<file path="config.mk">
export PLATFORM = sky130hd
export DESIGN_NAME = smsr_front
export DESIGN_NICKNAME = d
export VERILOG_FILES = /design/src/sv/sparse_memory_with_static_region_unit_macros.svh /design/src/sv/smsr_pkg.sv /design/src/sv/smsr_front.sv
export SDC_FILE = /design/constraint.sdc
export NUM_CORES = 1
export LEC_CHECK = 0
export BUFFER_PORTS_ARGS = -buffer_cell sky130_fd_sc_hd__buf_2
export CAP_MARGIN = 40
export CORE_AREA = 2 2 58 60
export DETAILED_ROUTE_END_ITERATION = 10
export DIE_AREA = 0 0 60 62
export GPL_TIMING_DRIVEN = 0
export PLACE_DENSITY = 0.82
export SETUP_SLACK_MARGIN = 0.15
export SYNTH_ARGS = -nofsm -noshare
export SYNTH_HDL_FRONTEND = slang
export SYNTH_SLANG_ARGS = --single-unit
</file>
<file path="constraint.sdc">
create_clock -name vclk -period 2.65
set_clock_uncertainty 0.2 [all_clocks]
set_input_delay 0.3975 -clock vclk [all_inputs]
set_output_delay 0.3975 -clock vclk [all_outputs]
set_load 0.01 [all_outputs]
</file>
<file path="src/sv/sparse_memory_with_static_region_unit_macros.svh">
// ---------------------------------------------------------------------------
// sparse memory unit assertion macros
// concurrent assertion shorthands used by the unit's back module
// ---------------------------------------------------------------------------
`ifndef SPARSE_MEMORY_WITH_STATIC_REGION_UNIT_MACROS_SVH
`define SPARSE_MEMORY_WITH_STATIC_REGION_UNIT_MACROS_SVH

// same-cycle implication
`define SMSR_ASSERT_IMP(label, clk, rst, ante, cons) \
  label: assert property (@(posedge clk) disable iff (rst) (ante) |-> (cons)) \
    else $error("smsr: same-cycle check failed");

// next-cycle implication
`define SMSR_ASSERT_NEXT(label, clk, rst, ante, cons) \
  label: assert property (@(posedge clk) disable iff (rst) (ante) |=> (cons)) \
    else $error("smsr: next-cycle check failed");

`endif

</file>
<file path="src/sv/smsr_pkg.sv">
// ---------------------------------------------------------------------------
// sparse memory unit package
// sizes, codes and item types shared by front, queue and back
// ---------------------------------------------------------------------------
package smsr_pkg;

  // storage sizes
  localparam int STATIC_DEPTH = 1024;
  localparam int DYN_ENTRIES  = 64;
  localparam int SIDX_W       = (STATIC_DEPTH > 1) ? $clog2(STATIC_DEPTH) : 1;
  localparam int DIDX_W       = (DYN_ENTRIES > 1) ? $clog2(DYN_ENTRIES) : 1;

  // field widths
  localparam int SIZE_W = 11;
  localparam int ADDR_W = 32;
  localparam int WORD_W = 32;

  // front to back queue
  localparam int QUEUE_DEPTH = 2;
  localparam int QPTR_W      = (QUEUE_DEPTH > 1) ? $clog2(QUEUE_DEPTH) : 1;
  localparam int QCNT_W      = $clog2(QUEUE_DEPTH + 1);

  typedef enum logic [1:0] {
    FUNC_READ   = 2'd0,
    FUNC_WRITE  = 2'd1,
    FUNC_DELETE = 2'd2,
    FUNC_QUERY  = 2'd3
  } func_t;

  typedef enum logic [1:0] {
    STATUS_OK       = 2'd0,
    STATUS_INVALID  = 2'd1,
    STATUS_FULL     = 2'd2,
    STATUS_NODELETE = 2'd3
  } status_t;

  typedef enum logic [2:0] {
    ST_CLEAR,
    ST_IDLE,
    ST_CMP,
    ST_ENC,
    ST_ACC,
    ST_RESP
  } state_t;

  // classified item as it travels through the queue
  typedef struct packed {
    func_t                    func;
    logic [ADDR_W-1:0]        address;
    logic signed [WORD_W-1:0] write_data;
    logic                     is_static;
  } item_t;

  typedef struct packed {
    logic full;
    logic empty;
  } queue_status_t;

  typedef struct packed {
    logic clearing;
  } back_status_t;

endpackage

</file>
<file path="src/sv/smsr_front.sv">
// ---------------------------------------------------------------------------
// sparse memory front
// accepts items, splits the address space into static and dynamic region
// ---------------------------------------------------------------------------
module smsr_front (
  input  logic                            s_tvalid,
  output logic                            s_tready,
  input  logic [63:0]                     s_tdata,   // address, write_data
  input  logic [1:0]                      s_tuser,   // func
  input  logic [smsr_pkg::SIZE_W-1:0]     static_size,
  input  smsr_pkg::queue_status_t         q_status,
  input  smsr_pkg::back_status_t          b_status,
  output logic                            push,
  output smsr_pkg::item_t                 push_item
);

  logic [smsr_pkg::ADDR_W-1:0] size_raw;
  logic [smsr_pkg::ADDR_W-1:0] size_eff;

  // clamp the configured size to the store depth
  assign size_raw = smsr_pkg::ADDR_W'(static_size);
  assign size_eff = (size_raw > smsr_pkg::ADDR_W'(smsr_pkg::STATIC_DEPTH))
                    ? smsr_pkg::ADDR_W'(smsr_pkg::STATIC_DEPTH) : size_raw;

  // accept while the queue has room and the store is not being cleared
  assign s_tready = !q_status.full && !b_status.clearing;
  assign push     = s_tvalid && s_tready;

  // classify the item
  always_comb begin
    push_item.func       = smsr_pkg::func_t'(s_tuser);
    push_item.address    = s_tdata[31:0];
    push_item.write_data = s_tdata[63:32];
    push_item.is_static  = s_tdata[31:0] < size_eff;
  end

endmodule

</file>
==> out/metrics.sh <==
OUTCOME='complete, no violations'
DRT_PRE_ANTENNA_ITERS=2
FIN_TNS_SETUP_NS=0
FINAL_CELL_COUNT_NO_FILL=270
GRT_START_MAX_NET_PINS=11
FIRST_GLOBAL_VIAS=775
INTERNAL_POWER_mW=0.138
SYNTH_AREA_SQ_UM=817
NETSWITCHINGFRACTION_PCT=40.7
COUNT_LEADER_SYNTH='sky130_fd_sc_hd__buf_4'
POST_CTS.REPAIR.SETUP_BUFFERS=0
WORSTPATHMAXFANOUT=10
WL_MET1_UM=782
TIMING.SETUP.CRITICAL_PATH_CLASS='in2out'
SYNTH.TOP_CELLS.BY_COUNT='sky130_fd_sc_hd__buf_4 (66), sky130_fd_sc_hd__nand2_1 (11), sky130_fd_sc_hd__ha_1 (10)'
NFLOPSANDLATCHES=0
EFFECTIVE_UTILIZATION_AT_FLOORPLAN_PCT=25.7
CLOCKPOWERSHARE_PCT=0
CTSHOLDBUFFERS=0
DRTITER0DRC=9
PLACE.GP.CONGESTION=0.671
GRT_OVERFLOW_TOTAL=0
FINAL_NET_COUNT=317
SYNTHESIS.NETS=200
FP-ROW-COUNT=21
ANTENNA_FOUND_INITIAL=0
SYNTHESIS.INSTANCES=109
POST_ROUTE_CELLS_DRIVE_ABOVE_1_SHARE_PCT=83.5
TIMING.FINAL.CRIT_PERIOD_NS=2.40
TIMING.CRITICAL_PATH.FROM_TYPE='input port'
DIE-HEIGHT_UM=62
MAXSLEWHEADROOM_PCT=82.0
SYNTH_TOP_AREA_CELL='sky130_fd_sc_hd__buf_4'
SETUP_VIOL_COUNT_FINAL=0
POST-ROUTE-PERIOD-UTIL_PCT=90.6
POSTSYNTHAREAPERCELL_SQ_UM=7.50
DESIGN.DIE.AREA_SQ_UM=3720
VIA_COUNT=1045
BUFFER_PORTS.INSERTED=115
DIE_X_UM=60
WORST_HOLD_SLACK_NS=0.777
TOTAL_GRT_USAGE_PCT=9.55
SYNTH_CELL_TYPES=18
PIN_COUNT=150
SYNTH-WARNING-COUNT=0
MAXIMUM_IR_DROP_ON_THE_VDD_RAIL_mV=0.0808
YOSYS-TOP-CELLS-AREA='sky130_fd_sc_hd__buf_4 (61%), sky130_fd_sc_hd__ha_1 (15%), sky130_fd_sc_hd__nand2_1 (5.1%), sky130_fd_sc_hd__nor4_2 (4.6%), sky130_fd_sc_hd__a21oi_1 (1.8%)'
SWITCHING_POWER_mW=0.0948
ANTENNA_VIOLATING_NETS_POST_ROUTE=0
AREA_GROWTH_SYN_TO_LAYOUT_PCT=80.4
P_LEAK_nW=0.897
DETAIL_ROUTE.VIAS_PER_CELL=3.87
DR.MAX_LAYER_USED='met3'
COMBINED_AREA_OF_THE_MULTI_INPUT_LOGIC_CELLS_SQ_UM=337
GRT_PASS1_WL_MM=2.89
CP_DATA_ARRIVAL_TIME_NS=1.80
ROUTE.DETAILED.DRC=0
WHS_PATH_DEPTH=2
PROPORTION_OF_SYNTHESIZED_CHIP_AREA_IN_SEQUENTIAL_CELLS_PCT=0
AREA.SEQUENTIAL_SQ_UM=0
MAX_FREQ_GHz=0.416
SYNTH.TOP_CELL.AREA_SHARE_PCT=60.6
CRITICAL_PATH.ENDPOINT_TYPE='output pin'
POST_ROUTE_CORE_UTILIZATION_PCT=46.4
UNREPAIRED_SETUP_ENDPOINTS_AFTER_GLOBAL_ROUTING='false'
POST-LAYOUT-TOTAL-POWER_mW=0.233
ANTENNA-DIODE-COUNT=0
ROUTED-WL-MET2_MM=1.24
POWER_DENSITY_nW_PER_UM2=158
REQUIRED_TIME_WORST_ENDPOINT_NS=2.05
HOLD_CLASS='in2out'
ROUTED_WIRELENGTH_MM=2.30
MAX_CAP_VIOLATIONS=0
HOLDPATHEND='push_item[2]'
FINAL_HOLD_VIOL_COUNT=0
CORE_SQ_UM=3180
MAX_SLEW.WORST_PIN.SLEW_NS=0.266
ROUTE.DETAILED.WL_PER_INST_UM=8.53
FILLERS=326
NCLKBUFFERS=0
HPWLAFTERDP_MM=2.19
P_SEQ_SHARE_PCT=0
PLACEDCELLCOUNT=270
HP-START='s_tdata[33]'
SHARE_COMB_OF_TOTAL_POWER_PCT=100.0
ROUTED-WL-MET3_UM=282
FINALMAXSLEWVIOLATIONS=0
[critical path: stages]
cell and delay, ns:
sky130_fd_sc_hd__buf_2 0.12, sky130_fd_sc_hd__clkinv_4 0.09, sky130_fd_sc_hd__nand2_1 0.06, sky130_fd_sc_hd__ha_1 0.18, sky130_fd_sc_hd__nor4b_1 0.30, sky130_fd_sc_hd__o21bai_1 0.12
sky130_fd_sc_hd__a21oi_1 0.22, sky130_fd_sc_hd__o311a_1 0.18, sky130_fd_sc_hd__buf_2 0.13
[worst max path at each step]
stage / start / endpoint / slack, ns / depth (start not counted)
after floorplan: static_size[10] / push_item[0] / 0.37 / 6
after global placement: static_size[10] / push_item[0] / -0.18 / 8
after detailed placement: static_size[10] / push_item[0] / -0.13 / 8
after CTS: static_size[10] / push_item[0] / 0.21 / 9
after global routing: static_size[10] / push_item[0] / 0.18 / 9
final: static_size[10] / push_item[0] / 0.25 / 9
[placed cells by master (no fill, tap or decap)]
cell                       instances
sky130_fd_sc_hd__a21oi_1           3
sky130_fd_sc_hd__buf_4            66
sky130_fd_sc_hd__and2_1            1
sky130_fd_sc_hd__buf_2           115
sky130_fd_sc_hd__nor4_1            2
sky130_fd_sc_hd__a211oi_1          1
sky130_fd_sc_hd__a311oi_2          1
sky130_fd_sc_hd__nand3_1           1
sky130_fd_sc_hd__nand2b_1          1
sky130_fd_sc_hd__o311a_1           1
sky130_fd_sc_hd__ha_1              9
sky130_fd_sc_hd__nand4_1           2
sky130_fd_sc_hd__nor4b_1           1
sky130_fd_sc_hd__nor2_1            1
sky130_fd_sc_hd__o21bai_1          1
sky130_fd_sc_hd__clkinv_4          1
sky130_fd_sc_hd__nand2_1          11
sky130_fd_sc_hd__o21ai_0           2
sky130_fd_sc_hd__ha_4              1
sky130_fd_sc_hd__nor4_2            3
[area by class of cell]
class,instances,share of cell area [%]
Buffer,66,33.6
Multi-Input combinational cell,42,22.8
Timing Repair Buffer,115,39.0
Tap cell,46,3.90
Inverter,1,0.594
[power groups by stage]
stage	registers [mW]	clock network, mW	logic [mW]
global route	0	0	0.258
floorplan	0	0	0.133
detailed placement	0	0	0.231
finish	0	0	0.233
CTS	0	0	0.236
global placement	0	0	0.228
[per-layer routing]
layer / vias up / GRT usage, %
li1: 533 / -
met4: 0 / 0
met5: - / 0
met2: 76 / 20.3
met3: 0 / 0.621
met1: 436 / 10.8
[what timing repair did]
action / in CTS / in global routing
pin swaps: 0 / 1
setup endpoints to repair: 1 / 1
resized for setup: 4 / 0
[kinds of logic after synthesis]
logic type                 synth area share, %
buffers and inverters                     61.1
and+or+nand+nor                           16.4
adders and majority gates                 15.3
AOI/OAI and AO/OA                         7.20
[metrics by stage]
| step | worst slack (ns) | instance area [sq um] |
|---|---|---|
| 2_1_floorplan | 0.368 | 817 |
| 3_3_place_gp | -0.177 | 1450 |
| 3_5_place_dp | -0.129 | 1450 |
| 4_1_cts | 0.207 | 1470 |
| 5_1_grt | 0.176 | 1470 |
| 6_report | 0.248 | 1470 |
No activity file was read; power rests on OpenSTA's default activity.
