### config.mk
export PLATFORM = sky130hd
export DESIGN_NAME = smsr_queue
export DESIGN_NICKNAME = d
export VERILOG_FILES = /design/src/sv/sparse_memory_with_static_region_unit_macros.svh /design/src/sv/smsr_pkg.sv /design/src/sv/smsr_queue.sv
export SDC_FILE = /design/constraint.sdc
export NUM_CORES = 1
export LEC_CHECK = 0
export BUFFER_PORTS_ARGS = -buffer_cell sky130_fd_sc_hd__buf_2
export CAP_MARGIN = 20
export CELL_PAD_IN_SITES_DETAIL_PLACEMENT = 0
export CELL_PAD_IN_SITES_GLOBAL_PLACEMENT = 1
export CORE_ASPECT_RATIO = 0.5
export CORE_MARGIN = 5
export CORE_UTILIZATION = 44
export CTS_CLUSTER_SIZE = 20
export DETAILED_ROUTE_END_ITERATION = 10
export PLACE_DENSITY_LB_ADDON = 0.25
export SLEW_MARGIN = 20
export SYNTH_ARGS = -nofsm -noshare
export SYNTH_HDL_FRONTEND = slang
export SYNTH_SLANG_ARGS = --single-unit
### constraint.sdc
create_clock -name clk -period 5.33 [get_ports clk]
set_clock_uncertainty 0.05 [all_clocks]
set_input_delay 1.066 -clock clk [delete_from_list [all_inputs] [get_ports clk]]
set_output_delay 1.066 -clock clk [all_outputs]
set_load 0.005 [all_outputs]
### src/sv/sparse_memory_with_static_region_unit_macros.svh
// ---------------------------------------------------------------------------
// sparse memory unit assertion macros
// concurrent assertion shorthands used by the unit's back module
// ---------------------------------------------------------------------------
`ifndef SPARSE_MEMORY_WITH_STATIC_REGION_UNIT_MACROS_SVH
`define SPARSE_MEMORY_WITH_STATIC_REGION_UNIT_MACROS_SVH

// same-cycle implication
`define SMSR_ASSERT_IMP(label, clk, rst, ante, cons) \
  label: assert property (@(posedge clk) disable iff (rst) (ante) |-> (cons)) \
    else $error("smsr: same-cycle check failed");

// next-cycle implication
`define SMSR_ASSERT_NEXT(label, clk, rst, ante, cons) \
  label: assert property (@(posedge clk) disable iff (rst) (ante) |=> (cons)) \
    else $error("smsr: next-cycle check failed");

`endif

### src/sv/smsr_pkg.sv
// ---------------------------------------------------------------------------
// sparse memory unit package
// sizes, codes and item types shared by front, queue and back
// ---------------------------------------------------------------------------
package smsr_pkg;

  // storage sizes
  localparam int STATIC_DEPTH = 1024;
  localparam int DYN_ENTRIES  = 64;
  localparam int SIDX_W       = (STATIC_DEPTH > 1) ? $clog2(STATIC_DEPTH) : 1;
  localparam int DIDX_W       = (DYN_ENTRIES > 1) ? $clog2(DYN_ENTRIES) : 1;

  // field widths
  localparam int SIZE_W = 11;
  localparam int ADDR_W = 32;
  localparam int WORD_W = 32;

  // front to back queue
  localparam int QUEUE_DEPTH = 2;
  localparam int QPTR_W      = (QUEUE_DEPTH > 1) ? $clog2(QUEUE_DEPTH) : 1;
  localparam int QCNT_W      = $clog2(QUEUE_DEPTH + 1);

  typedef enum logic [1:0] {
    FUNC_READ   = 2'd0,
    FUNC_WRITE  = 2'd1,
    FUNC_DELETE = 2'd2,
    FUNC_QUERY  = 2'd3
  } func_t;

  typedef enum logic [1:0] {
    STATUS_OK       = 2'd0,
    STATUS_INVALID  = 2'd1,
    STATUS_FULL     = 2'd2,
    STATUS_NODELETE = 2'd3
  } status_t;

  typedef enum logic [2:0] {
    ST_CLEAR,
    ST_IDLE,
    ST_CMP,
    ST_ENC,
    ST_ACC,
    ST_RESP
  } state_t;

  // classified item as it travels through the queue
  typedef struct packed {
    func_t                    func;
    logic [ADDR_W-1:0]        address;
    logic signed [WORD_W-1:0] write_data;
    logic                     is_static;
  } item_t;

  typedef struct packed {
    logic full;
    logic empty;
  } queue_status_t;

  typedef struct packed {
    logic clearing;
  } back_status_t;

endpackage

### src/sv/smsr_queue.sv
// ---------------------------------------------------------------------------
// sparse memory item queue
// short fifo that lets front and back stall independently
// ---------------------------------------------------------------------------
module smsr_queue (
  input  logic                    clk,
  input  logic                    rst,
  input  logic                    push,
  input  smsr_pkg::item_t         push_item,
  input  logic                    pop,
  output smsr_pkg::item_t         pop_item,
  output smsr_pkg::queue_status_t q_status
);

  smsr_pkg::item_t                slots [smsr_pkg::QUEUE_DEPTH];
  logic [smsr_pkg::QPTR_W-1:0]    wr_ptr;
  logic [smsr_pkg::QPTR_W-1:0]    rd_ptr;
  logic [smsr_pkg::QCNT_W-1:0]    count;

  function automatic logic [smsr_pkg::QPTR_W-1:0] ptr_inc(
    input logic [smsr_pkg::QPTR_W-1:0] p
  );
    if (p == smsr_pkg::QPTR_W'(smsr_pkg::QUEUE_DEPTH - 1)) begin
      return '0;
    end
    return p + 1'b1;
  endfunction

  assign q_status.full  = (count == smsr_pkg::QCNT_W'(smsr_pkg::QUEUE_DEPTH));
  assign q_status.empty = (count == '0);
  assign pop_item       = slots[rd_ptr];

  // pointers and fill level
  always_ff @(posedge clk) begin
    if (rst) begin
      wr_ptr <= '0;
      rd_ptr <= '0;
      count  <= '0;
    end else begin
      if (push) begin
        wr_ptr <= ptr_inc(wr_ptr);
      end
      if (pop) begin
        rd_ptr <= ptr_inc(rd_ptr);
      end
      if (push && !pop) begin
        count <= count + 1'b1;
      end else if (pop && !push) begin
        count <= count - 1'b1;
      end
    end
  end

  // slot storage
  always_ff @(posedge clk) begin
    if (push) begin
      slots[wr_ptr] <= push_item;
    end
  end

endmodule

==> results of run 1 <==
==> Yosys cell counts <==
master,instances,area [µm²]
a21oi_1,1,5.000
or3_1,1,6.260
buf_2,3,15.01
edfxtp_1,134,4024
and2b_2,1,8.760
nor2_1,5,18.77
ha_1,1,12.51
xor2_1,2,17.52
mux2_2,37,416.7
o21ai_0,1,5.000
xnor2_1,2,17.52
mux2_4,30,450.4
nor2b_1,1,6.260
buf_6,3,33.78
buf_4,1,7.510
and2_1,1,6.260
inv_1,1,3.750
dfxtp_1,5,100.1
==> layout by cell type (no fill, tap or decap) <==
master and n:
buf_2 139, edfxtp_1 134, mux2_2 37, mux2_4 30, clkbuf_16 17, nor2_1 5
bufinv_16 5, clkinv_2 4, dfxtp_1 4, clkinv_4 3, xor2_1 2, xnor2_1 2
clkbuf_1 2, buf_4 2, inv_1 1, and2b_2 1, and2_2 1, nor2b_4 1
o21ai_0 1, or3_1 1, a21oi_1 1, ha_1 1, dfxtp_4 1, clkbuf_8 1
buf_12 1
==> critical path: cells and delay by family, from the launching register on <==
| family | cells | cell delay, ps |
|---|---|---|
| buffers and inverters | 1 | 130 |
| muxes | 1 | 430 |
| DFF | 1 | 1050 |
==> flip-flops by register name, indices dropped and copies added (netlist names), named ones only <==
register	cells
slots	134
count	2
rd_ptr	1
wr_ptr	1
==> through the flow <==
step           cell area, µm²  utilization [%]  instances
2_1_floorplan            5155                -        230
3_5_place_dp             6021            53.68        523
5_1_grt                  6684            59.59        556
4_1_cts                  6664            59.42        555
3_3_place_gp             6021            53.68        523
6_report                 6684            59.59        556
==> per-layer routing <==
layer / global-route usage, % / up-vias / wire (µm)
met1: 15.09 / 1261 / 3727
met5: 0 / - / 0
li1: - / 1221 / -
met4: 4.947 / 0 / 114
met2: 24.29 / 74 / 4858
met3: 5.748 / 11 / 647
==> path summary, 6_finish.rpt <==
check / slack [ps] / to
max reg2reg: 3210 / slots[1][36]
max: 2190 / pop_item[10]
min: 470 / count[1]
min reg2reg: 470 / count[1]
==> power by group through the flow <==
stage               sequential, mW  combinational, mW  clock, mW
floorplan                     1.31              0.147          0
global placement              1.33              0.231          0
detailed placement            1.34              0.237          0
CTS                           1.32              0.238       1.29
global route                  1.32              0.258       1.34
finish                        1.31              0.236       1.26
==> cell type report <==
class / count / area (µm²) / area share [%]
tap: 159 / 198.9 / 2.976
clock inverter: 12 / 196.4 / 2.939
sequential: 139 / 4128 / 61.76
clock buffer: 20 / 446.7 / 6.683
inverter: 1 / 3.754 / 0.05616
multi-input combinational: 83 / 979.7 / 14.66
timing repair buffer: 142 / 730.7 / 10.93
==> cells by family (layout without fill, tap and decap cells) <==
kind of cell	Yosys count	count (layout)	share of synthesized area (%)
multiplexers	67	67	16.82
AO/OA/AOI/OAI	2	2	0.1940
XOR/XNOR	4	4	0.6797
adder cells (fa/ha/maj)	1	1	0.2427
buffers and inverters	8	175	1.165
flip-flops	139	139	80.00
AND/OR/NAND/NOR	9	9	0.8984
==> impl_metrics.py, run 1 <==
metrics = {
    "outcome": {
        "status": "finished clean",
    },
    "timing": {
        "fin_crit_ps": 3144,
        "fin_ws_ps": 2186,
        "whs_ps": 466.7,
        "slew_violations": 0,
        "setup_viol": 0,
        "slew-limit-headroom_pct": 29.77,
        "hold_viol": 0,
        "rsz0062_at_grt": "no",
        "max_freq_ghz": 0.3181,
        "tightest_slew_ps": 1053,
        "fin_crit_sh_pct": 58.99,
        "fin_tns_setup_ps": 0,
    },
    "yosys": {
        "syn_avg_cell_area_um2": 22.41,
        "ys_ff_latch": 139,
        "syn_inst": 230,
        "syn_nets": 302,
        "yosys.cell_types.count": 18,
        "ys_seq_area_share_pct": 80.00,
        "synth_area_mm2": 0.005155,
        "yosysWarningCount": 0,
    },
    "power_and_ir_drop": {
        "p_comb_share_pct": 8.4,
        "power.switching_mw": 0.5532,
        "powerDensity_mw_per_mm2": 420.0,
        "power_mw": 2.807,
        "clkPwrFrac_pct": 44.8,
        "p_int_mw": 2.254,
        "netSwitchingFraction_pct": 19.71,
        "leakage_nw": 2.606,
        "ir_drop_mv": 0.2575,
        "seqPwrFrac_pct": 46.8,
    },
    "placed_design": {
        "portBuffers": 139,
        "routabilityCongestion": 0.7460,
        "post-dp-hpwl_um": 6253,
        "dp_slack_ps": 2190,
    },
    "global_routing": {
        "grt_pass1_wl_um": 14660,
        "first_global_vias": 2990,
        "grt_start_max_net_pins": 68,
        "grt_overflow": 0,
        "antenna_found_initial": 0,
        "grt_use_total_pct": 13.74,
    },
    "run": {
        "maxCapViolCount": 0,
    },
    "route": {
        "antenna_left": 0,
        "initialDrtViolationCount": 70,
        "drc": 0,
        "via_per_inst": 4.617,
        "wl_per_cell_um": 16.81,
        "wirelength_um": 9348,
        "first_pass_iters": 4,
        "vias": 2567,
    },
    "clock_tree": {
        "clockRootBuffer": "clkbuf_16",
        "cts_resized": 0,
        "postCtsHoldBufs": 0,
        "clk_path_buf_depth": 2,
        "cts_sinks": 139,
        "clkLatencyLatePin_ps": 400,
        "tritoncts": "done",
        "htree_levels": 4,
        "postCtsSetupRepairBufs": 0,
        "cts_buffers": 17,
        "path_clk_slew_ps": 60,
    },
    "floorplan": {
        "core_mm2": 0.01122,
        "fp.dieW_um": 163.1,
        "ios": 140,
        "die-area_mm2": 0.01411,
        "start_util_pct": 45.96,
        "rows": 27,
        "die_y_um": 86.54,
    },
    "final_layout": {
        "antennaDiodeCount": 0,
        "syn2layout_area_growth_pct": 29.66,
        "n_fill_cell": 857,
        "nNetsFinal": 456,
        "drive_above_1_share_pct": 61.21,
    },
    "min_path": {
        "min_from": "count[1]",
        "hp-class": "reg2reg",
        "hold_depth": 2,
    },
    "setup_path": {
        "cp_data_required_time_ps": 4210,
        "crit_fanout": 67,
        "r2r-start": "wr_ptr",
        "reg2regPathDepth": 2,
        "arrival_ps": 2030,
        "max_stage_delay_ps": 1050,
        "crit_chain": "mux2_2 > buf_2",
        "start_kind": "flip-flop",
        "path_class": "reg2out",
        "end_kind": "primary output",
        "slowest_stage": "dfxtp_4",
    },
}
(Power assumes the default switching activity.)
==> run 2, diff against run 1 <==
Settings changed: ABC_AREA set to 1.
Clock period 5.33 ns to 3 ns, I/O delays scaled along.
==> impl_metrics.py, run 2 <==
metrics = {
    "yosys": {
        "ys_ff_latch": 139,
        "synth_area_mm2": 0.005174,
        "ys_async_sr_fraction_pct": 0,
        "yosysWarningCount": 0,
        "syn_avg_cell_area_um2": 21.47,
        "ys.flop_type": "edfxtp_1",
        "synth_top_cell_by_area": "edfxtp_1",
        "yosysTopAreaCellShare_pct": 77.78,
        "ys_seq_area_share_pct": 79.71,
        "syn_inst": 241,
        "synth_area_leaders": "edfxtp_1, mux2_4, mux2_2",
        "synthTopCellsByCount": "edfxtp_1, mux2_2, mux2_4, inv_1, nor2_1",
        "syn_nets": 313,
        "synth.most_common_cell": "edfxtp_1",
        "synth_edf_count": 134,
        "yosys.cell_types.count": 17,
    },
    "floorplan": {
        "die_y_um": 86.68,
        "die-area_mm2": 0.01416,
        "fp.dieW_um": 163.4,
        "ios": 140,
        "core_mm2": 0.01167,
        "rows": 28,
        "start_util_pct": 44.35,
    },
    "setup_path": {
        "max_stage_delay_ps": 610,
        "r2r-start": "wr_ptr",
        "r2r_end": "slots[1][37]",
        "slowest_stage": "dfxtp_4",
        "cp.depth": 3,
        "path_class": "reg2out",
        "crit_fanout": 43,
        "reg2regPathDepth": 3,
        "arrival_ps": 1910,
        "timing.critical_path.buf_inv": 2,
        "cp_data_required_time_ps": 2350,
        "start_kind": "flip-flop",
        "end_kind": "primary output",
        "cpLargestDelayFamily": "flip-flops",
        "reg2reg_slack_ps": 1530,
        "worstSetupEndpoint": "pop_item[3]",
        "crit_chain": "buf_12 > mux2_2 > buf_2",
    },
    "timing": {
        "fin_ws_ps": 443.6,
        "hold_viol": 0,
        "max_freq_ghz": 0.3912,
        "fin_crit_sh_pct": 85.21,
        "setup_viol": 0,
        "whs_ps": 339.5,
        "fin_tns_setup_ps": 0,
        "fin_crit_ps": 2556,
        "rsz0062_at_grt": "no",
        "slew_violations": 0,
        "slew-limit-headroom_pct": 59.37,
        "tightest_slew_ps": 609.4,
    },
    "clock_tree": {
        "htree_levels": 4,
        "postCtsHoldBufs": 0,
        "tritoncts": "done",
        "postCtsSetupRepairBufs": 0,
        "clk_path_buf_depth": 2,
        "clkLatencyLatePin_ps": 390,
        "path_clk_slew_ps": 60,
        "cts_resized": 0,
        "cts_buffers": 17,
        "cts_sinks": 139,
        "clockRootBuffer": "clkbuf_16",
    },
    "placed_design": {
        "placedCellCount": 543,
        "portBuffers": 139,
        "dp_slack_ps": 843.7,
        "post-dp-hpwl_um": 6214,
        "placed_area_mm2": 0.006081,
        "routabilityCongestion": 0.6909,
    },
    "global_routing": {
        "grt_overflow": 0,
        "first_global_vias": 2916,
        "grt_start_max_net_pins": 45,
        "antenna_found_initial": 0,
        "grt_use_total_pct": 13.70,
        "grt_pass1_wl_um": 14590,
    },
    "outcome": {
        "status": "finished clean",
    },
    "route": {
        "via_per_inst": 4.597,
        "wirelength_um": 9185,
        "antenna_left": 0,
        "vias": 2643,
        "wl_per_cell_um": 15.97,
        "initialDrtViolationCount": 112,
        "first_pass_iters": 4,
        "drc": 0,
    },
    "final_layout": {
        "largest_reg_flops": 134,
        "final_common_cell": "buf_2",
        "final_cell_mix": "buf_2, edfxtp_1, mux2_2, mux2_4, clkbuf_16",
        "drive_above_1_share_pct": 59.76,
        "syn2layout_area_growth_pct": 28.68,
        "top_register": "slots",
        "antennaDiodeCount": 0,
        "fin_util_pct": 57.07,
        "finalNonFillerCells": 575,
        "nNetsFinal": 469,
        "reg.largest.list": "slots x134, count x2",
        "final_cell_area_mm2": 0.006658,
    },
    "power_and_ir_drop": {
        "powerDensity_mw_per_mm2": 703.2,
        "power_mw": 4.682,
        "ir_drop_mv": 0.4342,
        "leakage_nw": 2.606,
    },
    "run": {
        "maxCapViolCount": 0,
    },
    "min_path": {
        "hp-class": "in2reg",
    },
}
[run 2: worst min path at each step]
stage | cells past startpoint | start | slack (ps) | to
after global routing | 1 | push_item[1] | 310 | slots[0][1]
after floorplan | 2 | rd_ptr | 430 | flip-flop
after global placement | 2 | count[0] | 450 | count[0]
after detailed placement | 2 | rd_ptr | 460 | rd_ptr
final | 1 | push_item[56] | 340 | slots[0][56]
after CTS | 1 | push_item[56] | 320 | slots[0][56]
[run 2: kinds of logic (layout without fill, tap and decap cells)]
logic type	Yosys count	in the layout	share of synthesized area, %
fa+ha+maj	1	1	0.2418
compound gates	2	2	0.1933
xor+xnor	1	1	0.1693
simple gates	15	15	1.185
flops	139	139	79.71
buf+inv	16	185	1.741
mux	67	67	16.76
[run 2: final cells by class]
type	instances	area, µm²
fillers	951	5009
flip-flops and latches	139	4128
multi-input cells	86	967.2
repair buffers	144	745.7
clock buffers	17	425.4
well taps	165	206.4
clock inverters	15	151.4
inverters	9	33.78
[run 2: worst reg2reg max path, delay by kind of cell (launching register included)]
kind | cells | cell delay (ps)
buf+inv | 2 | 550
flops | 1 | 390
simple gates | 1 | 80
[run 2: metal layers]
layer,GRT usage (%),up-vias,wire (µm)
li1,-,1252,-
met1,15.19,1320,3689
met2,24.44,67,4903
met3,5.131,4,528
met4,5.099,0,64
met5,0,-,0
[run 2: power breakdown]
part	internal [mW]	switching (mW)	total (mW)	leakage (nW)
combinational	0.230	0.189	0.418	1.03
clock	1.22	0.755	1.98	0.280
sequential	2.25	0.0401	2.29	1.30
==> run 3, diff against run 2 <==
Settings changed: ABC_AREA 1 to not set.
==> impl_metrics.py, run 3 (synthesis results as in run 1) <==
metrics = {
    "outcome": {
        "status": "finished clean",
    },
    "timing": {
        "rsz0062_at_grt": "no",
        "setup_viol": 0,
        "slew-limit-headroom_pct": 38.21,
        "slew_violations": 0,
        "tightest_slew_ps": 926.8,
        "fin_crit_sh_pct": 79.26,
        "max_freq_ghz": 0.4206,
        "fin_tns_setup_ps": 0,
        "fin_crit_ps": 2378,
        "hold_viol": 0,
    },
    "route": {
        "vias": 2558,
        "via_per_inst": 4.592,
        "drc": 0,
        "initialDrtViolationCount": 108,
        "routed-wl-met2_um": 4928,
        "wl_per_cell_um": 16.85,
        "top_layer": "met4",
        "m1WireLength_um": 3727,
        "first_pass_iters": 4,
        "met3_length_um": 584,
        "wirelength_um": 9384,
        "antenna_left": 0,
    },
    "power_and_ir_drop": {
        "ir_drop_mv": 0.4590,
        "leakage_nw": 2.598,
        "power_mw": 4.958,
        "powerDensity_mw_per_mm2": 742.3,
    },
    "floorplan": {
        "start_util_pct": 45.96,
        "rows": 27,
        "fp.dieW_um": 163.1,
        "die-area_mm2": 0.01411,
        "ios": 140,
        "die_y_um": 86.54,
        "core_mm2": 0.01122,
    },
    "setup_path": {
        "path_class": "reg2out",
        "start_kind": "flip-flop",
        "r2r_end": "slots[1][25]",
        "cp_data_required_time_ps": 2350,
        "end_kind": "primary output",
        "r2r-start": "wr_ptr",
        "crit_fanout": 18,
        "arrival_ps": 1730,
        "reg2regPathDepth": 1,
        "reg2reg_slack_ps": 1320,
    },
    "min_path": {
        "holdPathEnd": "slots[0][58]",
        "hold_depth": 1,
        "min_from": "push_item[58]",
        "hp-class": "in2reg",
    },
    "clock_tree": {
        "clk_path_buf_depth": 2,
        "htree_levels": 4,
        "cts_buffers": 17,
        "postCtsSetupRepairBufs": 0,
        "clkLatencyLatePin_ps": 400,
        "path_clk_slew_ps": 60,
        "cts_sinks": 139,
        "postCtsHoldBufs": 0,
        "tritoncts": "done",
        "cts_resized": 0,
        "clockRootBuffer": "clkbuf_16",
    },
    "final_layout": {
        "largest_reg_flops": 134,
        "antennaDiodeCount": 0,
        "top_register": "slots",
        "drive_above_1_share_pct": 60.55,
        "reg.largest.list": "slots x134, count x2",
        "n_fill_cell": 877,
        "nNetsFinal": 457,
        "final_cell_mix": "buf_2, edfxtp_1, mux2_2, mux2_4, clkbuf_16",
        "syn2layout_area_growth_pct": 29.56,
        "final_common_cell": "buf_2",
    },
    "global_routing": {
        "grt_start_max_net_pins": 68,
        "grt_use_total_pct": 14.02,
        "first_global_vias": 2896,
        "grt_pass1_wl_um": 14840,
        "antenna_found_initial": 0,
        "grt_overflow": 0,
    },
    "run": {
        "maxCapViolCount": 0,
    },
    "placed_design": {
        "post-dp-hpwl_um": 6418,
        "routabilityCongestion": 0.7117,
        "portBuffers": 139,
    },
}
## run 3: worst max-delay path, stage by stage (launching register included)
cell,delay (ps)
dfxtp_4,480
buf_4,350
mux2_2,370
buf_2,130
## run 3: how the worst max path moves through the flow
| stage | depth (start not counted) | start | end |
|---|---|---|---|
| final | 3 | flip-flop | pop_item[53] |
| after global routing | 3 | flip-flop | pop_item[53] |
| after CTS | 3 | flip-flop | pop_item[54] |
| after detailed placement | 2 | push | slots[1][16] |
| after global placement | 3 | flip-flop | pop_item[52] |
| after floorplan | 1 | push | slots[0][0] |
## run 3: cell type report
class	instances	area, µm²	share of cell area, %
Tap cell	159	198.9	2.979
Clock inverter	14	200.2	2.997
Inverter	1	3.754	0.05620
Timing Repair Buffer	143	738.2	11.05
Multi-Input combinational cell	83	980.9	14.69
Sequential cell	139	4128	61.80
Clock buffer	18	429.2	6.426
## run 3: through the flow
| step | setup WS [ps] | utilization, % | instance area (µm²) | std cells | hold WS [ps] |
|---|---|---|---|---|---|
| 2_1_floorplan | 160.9 | - | 5157 | 230 | 411.4 |
| 3_3_place_gp | 1047 | 53.94 | 6050 | 525 | 429.2 |
| 3_5_place_dp | 1008 | 53.94 | 6050 | 525 | 443.2 |
| 4_1_cts | 578.6 | 59.55 | 6679 | 557 | 312.8 |
| 5_1_grt | 528.0 | 59.55 | 6679 | 557 | 309.8 |
| 6_report | 622.2 | 59.55 | 6679 | 557 | 334.6 |
## run 3: routing by layer
metal | GRT usage (%) | vias to the layer above
met5 | 0 | -
met4 | 7.078 | 0
met3 | 4.703 | 13
met2 | 24.92 | 70
met1 | 15.18 | 1256
li1 | - | 1219
## run 3: where the power goes
group          internal (mW)  switching, mW  total [mW]
Sequential              2.27         0.0402        2.31
Combinational          0.245          0.203       0.448
Clock                   1.46          0.740        2.20
Total                   3.97          0.984        4.96
